File: src/rtl/core/text_glyph_pixel_renderer_macros.svh
// Assertion macros for the text glyph pixel renderer.
// Included by the RTL files that carry concurrent checks; no other dependencies.
`ifndef TEXT_GLYPH_PIXEL_RENDERER_MACROS_SVH
`define TEXT_GLYPH_PIXEL_RENDERER_MACROS_SVH
`ifndef SYNTHESIS
// same-cycle implication
`define TGPR_ASSERT_IMPLY(label, clk, rst, ante, cons) \
   label: assert property (@(posedge clk) disable iff (rst) (ante) |-> (cons)) \
      else $error("tgpr: implication check failed");
// next-cycle implication
`define TGPR_ASSERT_NEXT(label, clk, rst, ante, cons) \
   label: assert property (@(posedge clk) disable iff (rst) (ante) |=> (cons)) \
      else $error("tgpr: next-cycle check failed");
// condition that must never hold
`define TGPR_ASSERT_NEVER(label, clk, rst, expr) \
   label: assert property (@(posedge clk) disable iff (rst) !(expr)) \
      else $error("tgpr: forbidden condition seen");
`else
`define TGPR_ASSERT_IMPLY(label, clk, rst, ante, cons)
`define TGPR_ASSERT_NEXT(label, clk, rst, ante, cons)
`define TGPR_ASSERT_NEVER(label, clk, rst, expr)
`endif
`endif

File: src/rtl/core/tgpr_pkg.sv
// Shared types and constants for the text glyph pixel renderer.
// No dependencies; imported by every module of the block.
package tgpr_pkg;

   // glyph geometry
   localparam int GLYPH_ROWS  = 8;
   localparam int GLYPH_COLS  = 8;
   localparam int GLYPH_COUNT = 256;
   localparam int GLYPH_BITS  = GLYPH_ROWS * GLYPH_COLS;
   localparam int STORE_DEPTH = GLYPH_COUNT * GLYPH_ROWS;
   localparam int STORE_AW    = $clog2(STORE_DEPTH);
   localparam int ROW_AW      = $clog2(GLYPH_ROWS);
   localparam int BIT_AW      = $clog2(GLYPH_BITS);

   // port widths
   localparam int REQ_TDATA_W = 72;
   localparam int RSP_TDATA_W = 64;
   localparam int CSR_DATA_W  = 32;

   // special character codes
   localparam logic [7:0] CODE_NEWLINE   = 8'd10;
   localparam logic [7:0] CODE_BACKSPACE = 8'd8;
   localparam logic [7:0] GLYPH_SOLID    = 8'd219;

   localparam logic [12:0] SCREEN_WIDTH_RESET = 13'd1024;

   typedef enum logic [1:0] {
      CMD_PUT        = 2'd0,
      CMD_SET_CURSOR = 2'd1,
      CMD_LOAD_ROW   = 2'd2
   } cmd_type;

   typedef enum logic [1:0] {
      CSR_FRAME_BASE   = 2'd0,
      CSR_SCREEN_WIDTH = 2'd1,
      CSR_BG_COLOR     = 2'd2
   } csr_index_type;

   typedef enum logic [1:0] {
      ST_IDLE,
      ST_READ,
      ST_LAUNCH,
      ST_DRAW
   } state_type;

   // one character to draw: cell position, color and transposed glyph bits
   // (bit gx*GLYPH_ROWS+gy is glyph column gx, glyph row gy)
   typedef struct packed {
      logic [8:0]            col;
      logic [8:0]            row;
      logic [31:0]           color;
      logic [GLYPH_BITS-1:0] bits;
   } draw_job_type;

endpackage

File: src/rtl/core/tgpr_pixel_gen.sv
// Pixel write generator: scans a glyph column-major, one bit a cycle unless the
// output stalls, and emits a pixel write for every set bit through an output register.
// Depends on tgpr_pkg and the assertion macro header.
`include "text_glyph_pixel_renderer_macros.svh"
module tgpr_pixel_gen (
   input  logic                               clock,
   input  logic                               reset,
   input  logic                               start,
   input  tgpr_pkg::draw_job_type             job,
   input  logic [31:0]                        frame_base,
   input  logic [12:0]                        screen_width,
   output logic                               busy,
   output logic                               rsp_tvalid,
   input  logic                               rsp_tready,
   output logic [tgpr_pkg::RSP_TDATA_W-1:0]   rsp_tdata,
   output logic                               rsp_tlast
);
   import tgpr_pkg::*;

   // cell origin, refreshed every cycle from the held cell position
   logic [24:0]           ybase_ff;
   logic [31:0]           cell_addr_ff;

   // scan state
   logic                  active_ff, active_in;
   logic [GLYPH_BITS-1:0] bits_ff, bits_in;
   logic [ROW_AW-1:0]     gx_ff, gx_in;
   logic [ROW_AW-1:0]     gy_ff, gy_in;
   logic [15:0]           yoff_ff, yoff_in;
   logic [31:0]           color_ff, color_in;

   // output register
   logic                  rsp_valid_ff, rsp_valid_in;
   logic [31:0]           rsp_addr_ff, rsp_addr_in;
   logic [31:0]           rsp_color_ff, rsp_color_in;
   logic                  rsp_last_ff, rsp_last_in;

   logic                  out_ready;
   logic                  step;
   logic [BIT_AW-1:0]     idx;
   logic                  cur;
   logic [GLYPH_BITS-1:0] rest;
   logic [31:0]           pix_addr;

   // cell origin: base + 4*(col*8 + row*8*width)
   always_ff @(posedge clock) begin
      ybase_ff     <= 25'({job.row, 3'b000}) * 25'(screen_width);
      cell_addr_ff <= frame_base
                      + {4'b0000, ({1'b0, ybase_ff} + 26'({job.col, 3'b000})), 2'b00};
   end

   assign out_ready = !rsp_valid_ff || rsp_tready;
   assign step      = active_ff && out_ready;
   assign idx       = {gx_ff, gy_ff};
   assign cur       = bits_ff[idx];
   assign rest      = bits_ff & ~(GLYPH_BITS'(1) << idx);
   assign pix_addr  = cell_addr_ff + 32'({gx_ff, 2'b00}) + 32'({yoff_ff, 2'b00});

   // scan and output register next values
   always_comb begin
      active_in    = active_ff;
      bits_in      = bits_ff;
      gx_in        = gx_ff;
      gy_in        = gy_ff;
      yoff_in      = yoff_ff;
      color_in     = color_ff;
      rsp_valid_in = rsp_valid_ff && !rsp_tready;
      rsp_addr_in  = rsp_addr_ff;
      rsp_color_in = rsp_color_ff;
      rsp_last_in  = rsp_last_ff;
      if (start) begin
         active_in = (job.bits != '0);
         bits_in   = job.bits;
         gx_in     = '0;
         gy_in     = '0;
         yoff_in   = '0;
         color_in  = job.color;
      end else if (step) begin
         if (cur) begin
            rsp_valid_in = 1'b1;
            rsp_addr_in  = pix_addr;
            rsp_color_in = color_ff;
            rsp_last_in  = (rest == '0);
         end
         bits_in   = rest;
         active_in = (rest != '0);
         // glyph row is the inner loop
         if (gy_ff == ROW_AW'(GLYPH_ROWS - 1)) begin
            gy_in   = '0;
            gx_in   = gx_ff + 1'b1;
            yoff_in = '0;
         end else begin
            gy_in   = gy_ff + 1'b1;
            yoff_in = 16'(yoff_ff + 16'(screen_width));
         end
      end
   end

   always_ff @(posedge clock) begin
      if (reset) begin
         active_ff    <= 1'b0;
         rsp_valid_ff <= 1'b0;
      end else begin
         active_ff    <= active_in;
         rsp_valid_ff <= rsp_valid_in;
      end
      bits_ff      <= bits_in;
      gx_ff        <= gx_in;
      gy_ff        <= gy_in;
      yoff_ff      <= yoff_in;
      color_ff     <= color_in;
      rsp_addr_ff  <= rsp_addr_in;
      rsp_color_ff <= rsp_color_in;
      rsp_last_ff  <= rsp_last_in;
   end

   assign busy       = active_ff;
   assign rsp_tvalid = rsp_valid_ff;
   assign rsp_tdata  = {rsp_color_ff, rsp_addr_ff};
   assign rsp_tlast  = rsp_last_ff;

   `TGPR_ASSERT_NEVER(a_start_while_active, clock, reset, start && active_ff)
   `TGPR_ASSERT_IMPLY(a_active_has_bits, clock, reset, active_ff, bits_ff != '0)
   `TGPR_ASSERT_NEXT(a_last_ends_scan, clock, reset, step && cur && (rest == '0),
      !active_ff && rsp_valid_ff && rsp_last_ff)

endmodule

File: config.mk
export PLATFORM = sky130hd
export DESIGN_NAME = tgpr_pixel_gen
export DESIGN_NICKNAME = d
export VERILOG_FILES = /design/src/rtl/core/tgpr_pkg.sv /design/src/rtl/core/tgpr_pixel_gen.sv
export VERILOG_INCLUDE_DIRS = /design/src /design/src/rtl/core
export SDC_FILE = /design/constraint.sdc
export NUM_CORES = 1
export LEC_CHECK = 0
export ABC_AREA = 0
export BUFFER_PORTS_ARGS = -buffer_cell sky130_fd_sc_hd__buf_2
export CORE_MARGIN = 4
export CORE_UTILIZATION = 45
export DETAILED_ROUTE_END_ITERATION = 7
export GPL_ROUTABILITY_DRIVEN = 1
export PLACE_DENSITY = 0.76
export SLEW_MARGIN = 20
export SYNTH_ARGS = -nofsm -noshare
export SYNTH_HDL_FRONTEND = slang
export SYNTH_SLANG_ARGS = --single-unit
File: constraint.sdc
create_clock -name clock -period 34.7 [get_ports clock]
set_clock_uncertainty 0.1 [all_clocks]
set_input_delay 3.47 -clock clock [delete_from_list [all_inputs] [get_ports clock]]
set_output_delay 3.47 -clock clock [all_outputs]
set_load 0.005 [all_outputs]
Word level (Yosys, flattened, before mapping)
Index checks and enable logic that the tools add are counted.

storage, ports and cells
  register bits after elaboration = 239
  input bits = 163
  word-level logic and storage cells = 48

operators by class
  $add $sub $neg = 7
  $mul = 1
  magnitude comparators = 1
  eq/ne operators = 1
  shift-type cells = 1
  muxes and demuxes = 11
  bitwise logic cells = 3
  reductions and logical operators = 11

operators by type and width
  kind                    number
  $mux W64                2
  $reduce_bool A64 Y1     2
  $and A64 B64 Y64        1
  $logic_not A64 Y1       1
  $not A64 Y64            1
  $shl A1 B6 Y64 const A  1
  $add A32 B18 Y32        1
  $add A32 B28 Y32        1
  $add A32 B5 Y32         1
  $add A25 B12 Y26        1
  $mul A9 B13 Y22         1
  $add A16 B13 Y16        1
  $mux W16                1
  $lt A6 B7 Y1 const B    1
  $add A3 B1 Y3 const B   2
  $bmux W1 S6             1
  $mux W1                 6
  $eq A3 B3 Y1 const B    1
  $mux W3                 1
  $reduce_and A3 Y1       1
  $logic_and A1 B1 Y1     2
  $logic_not A1 Y1        2
  $reduce_and A2 Y1       1
  $reduce_bool A2 Y1      1
  2 further kinds         2

Depth between registers and ports, before layout
  depth in word-level cells = 6
  mapped depth = 20
  gate-level depth less buffers = 20

Least setup slack after synthesis
OpenSTA, ideal clock, no wires.

  path type = input -> register
  start point = input port start
  end point = register rsp_addr_ff[0] (enable)
  data arrival time = 13.940 ns
  required time = 33.758 ns
  setup slack = 19.819 ns
  stages = 2
  path through = clkbuf_1 a2111oi_0

between the ends
  longest elaborated chain between the ends = 2

ends and longest elaborated chain
  element                             RTL line               text
  start: declaration                  tgpr_pixel_gen.sv:8    input logic start,
  $not A1 Y1 (no source line)         --
  $reduce_and A3 Y1 (no source line)  --
  end signal: assignment              tgpr_pixel_gen.sv:112  rsp_addr_ff <= rsp_addr_in;
  end: declaration                    tgpr_pixel_gen.sv:34   logic [31:0] rsp_addr_ff, rsp_addr_in;

Every way passes these cells.
A chain may end at the register's enable or synchronous reset.

Worst setup path in the final report
  start point = input port screen_width[4]
  end point = register ybase_ff[24]

between the ends
  longest elaborated chain between the ends = 1

ends and longest elaborated chain
  element                 RTL line              text
  start: declaration      tgpr_pixel_gen.sv:11  input logic [12:0] screen_width,
  $mul A9 B13 Y22         tgpr_pixel_gen.sv:47  ybase_ff <= 25'({job.row, 3'b000}) * 25'(screen_width);
  end signal: assignment  tgpr_pixel_gen.sv:47
  end: declaration        tgpr_pixel_gen.sv:21  logic [24:0] ybase_ff;

Every way passes these cells.

==> impl_metrics.json <==
{
  "peakVddDrop_mv": 0.0325,
  "grt_pass1_vias": 12800,
  "routed_wl_um": 44300,
  "die_area_um2": 39300,
  "whs_ps": 306,
  "utilization": 0.523,
  "synth.most_common_cell": "nand2_1",
  "rr_endpoint": "rsp_addr_ff[29]",
  "wl_per_cell_um": 19.3,
  "setup_viol": 0,
  "final.min_clock_period_ps": 7910,
  "clk_pin_slew_worst_paths_ps": 60,
  "dr_total_vias": 12800,
  "maxCapViolCount": 0,
  "r2r_setup_slack_ps": 30030,
  "cp.arrival_ps": 8270,
  "synth_area_leaders": "edfxtp_1 (30%), fa_1 (10%), dfxtp_1 (9.6%)",
  "post_cts_buffers": 0,
  "final_hold_viol_count": 0,
  "status": "complete, no violations",
  "die_w_um": 198,
  "post_dp_cell_area_um2": 17900,
  "p_per_area_nw_per_um2": 63.6,
  "avgSynthCellArea_um2": 10.2,
  "grt_antenna_before_repair": 5,
  "rows": 69,
  "drc": 0,
  "async_reset_ff_frac": 0,
  "fp.coreArea_um2": 35700,
  "end_kind": "register",
  "clockBufferDepth": 3,
  "grt_max_degree": 115,
  "synth.cell_area_um2": 16300,
  "r2r_start": "gx_ff[0]",
  "drtIter0Drc": 956,
  "fin_crit_sh": 0.228,
  "dominantRegCellSynth": "edfxtp_1",
  "final_antenna_net_count": 0,
  "dpl.hpwl_um": 34400,
  "ys_ff_latch": 239,
  "leakage_nw": 8.04,
  "synth_edf_count": 161,
  "syn_to_final_growth_pct": 14.6,
  "hold_class": "register to register",
  "root_buffer": "clkbuf_16",
  "hold_path_startpoint": "cell_addr_ff[1]",
  "cp-start-kind": "primary input",
  "critPathKind": "primary input to register",
  "cts.htree.levels": 1,
  "hold_depth": 0,
  "relSlewSlack": 0.271,
  "numPortBuffers": 229,
  "drive_gt1_frac": 0.179,
  "start_util": 0.456,
  "die_h_um": 198,
  "crit_fanout": 10,
  "cts_num_sinks": 239,
  "finalSetupTns_ps": 0,
  "synth_top_area_frac": 0.297,
  "timing.fmax_ghz": 0.126,
  "reg2reg_depth": 14,
  "insertion_delay_ps": 540,
  "globalRouteOverflowTotal": 0,
  "ys_types": 72,
  "drtPass1Iterations": 5,
  "synth_nets": 1963,
  "cts_made_buffers": 25,
  "place_congestion": 0.946,
  "drv_slew": 0,
  "synth.largest_area_cell": "edfxtp_1",
  "hold_path_end": "rsp_addr_ff[1]",
  "synthCells": 1592,
  "worstPathRequired_ps": 35050,
  "drt-vias-per-instance": 5.61,
  "cts_hold_buf": 0,
  "synth_warnings": 0,
  "fin_nets": 2179,
  "worst_pin_slew_ps": 1090,
  "synth-seq-area-share": 0.393,
  "grt_pass1_wl_um": 67900,
  "ioPinCount": 230,
  "grt_usage": 0.217,
  "rsz0062_at_grt": "false",
  "cts_resized": 0,
  "post-route-cell-area_um2": 18700,
  "cts_tree": "built",
  "synthTopCellsByCount": "nand2_1 (177), edfxtp_1 (161), inv_1 (161), o21ai_0 (157), ha_1 (123)"
}
layout by cell type, fill, tap and decap left out, drive strengths merged, types with 5 or more instances in the layout:
master,n
buf,239
nand2,177
inv,162
edfxtp,161
o21ai,159
ha,123
fa,85
dfxtp,78
and2,70
xnor2,67
nor2,64
a21oi,63
clkbuf,35
nand3,24
xor2,24
nand4,19
mux4,19
nor4,19
nand2b,18
a21o,16
nor3,15
o21bai,15
and3,10
a211oi,10
a22o,10
o21a,9
o22ai,9
a31oi,8
a21boi,8
clkinv,8
a2111oi,8
or2,7
nor2b,6
o211ai,6
o31ai,6
or4,5
o41ai,5
o31a,5
worst max-delay path, cell delays in order:
cell     delay [ps]
buf_2           170
and2_1          200
fa_1            520
fa_1            530
fa_1            570
inv_1            60
fa_1            530
inv_1            50
ha_1            350
a21o_1          180
a21o_1          170
a21o_1          210
o31a_1          300
or4_1           430
a31o_2          260
a21oi_2         140
xnor2_1         120
layer usage:
layer | up-vias | part of all wire | track usage
met5 | - | 0.00079 | 0
met2 | 578 | 0.48 | 0.369
met3 | 88 | 0.089 | 0.0424
met1 | 6111 | 0.40 | 0.282
li1 | 6065 | - | -
met4 | 6 | 0.029 | 0.0648
registers in the layout, summed over array words and instances, names as in the netlist:
signal        count
gy_ff             3
rsp_color_ff     32
bits_ff          64
rsp_tlast         1
color_ff         32
yoff_ff          16
busy              1
rsp_tvalid        1
cell_addr_ff     32
ybase_ff         22
gx_ff             3
rsp_addr_ff      32
cell families (layout without fill, tap and decap cells):
family | count (synthesis) | after routing | share of synthesized area
and+or+nand+nor | 454 | 454 | 0.137
AOI/OAI and AO/OA | 363 | 363 | 0.140
DFF | 239 | 239 | 0.393
buffers and inverters | 211 | 445 | 0.0509
adders and majority gates | 208 | 208 | 0.199
xor gates and xnor gates | 91 | 91 | 0.0490
muxes | 26 | 26 | 0.0309
other | 0 | 3 | 0
report_power, final:
part | total (mW) | internal [mW] | switching [mW]
registers | 0.389 | 0.362 | 0.0268
clock network | 0.261 | 0.151 | 0.111
logic | 0.536 | 0.235 | 0.300
worst max-delay path by stage:
stage	start	end	slack, ps	cells after the start
2_1_floorplan	start	rsp_addr_ff[0]	19820	2
3_3_place_gp	screen_width[4]	ybase_ff[24]	26360	17
3_5_place_dp	screen_width[4]	ybase_ff[24]	26250	17
4_1_cts	screen_width[4]	ybase_ff[24]	26820	17
5_1_grt	job[98]	ybase_ff[24]	26670	18
6_report	screen_width[4]	ybase_ff[24]	26790	17
through the flow:
step | total power [mW] | std cells | setup slack [ps]
4_1_cts | 1.19 | 2287 | 26820
3_3_place_gp | 0.912 | 2242 | 26360
2_1_floorplan | 0.799 | 1592 | 19820
3_5_place_dp | 0.929 | 2242 | 26250
6_report | 1.19 | 2290 | 26790
5_1_grt | 1.27 | 2289 | 26670
area by class of cell:
type	instances	area, µm²
flip-flops and latches	239	6400
fillers	3239	17000
clock buffers	35	714
well taps	461	577
clock inverters	10	76.3
repair buffers	239	1220
diodes	3	7.51
inverters	161	604
multi-input cells	1142	9050
Note: power is estimated with default switching activity, not from simulation.
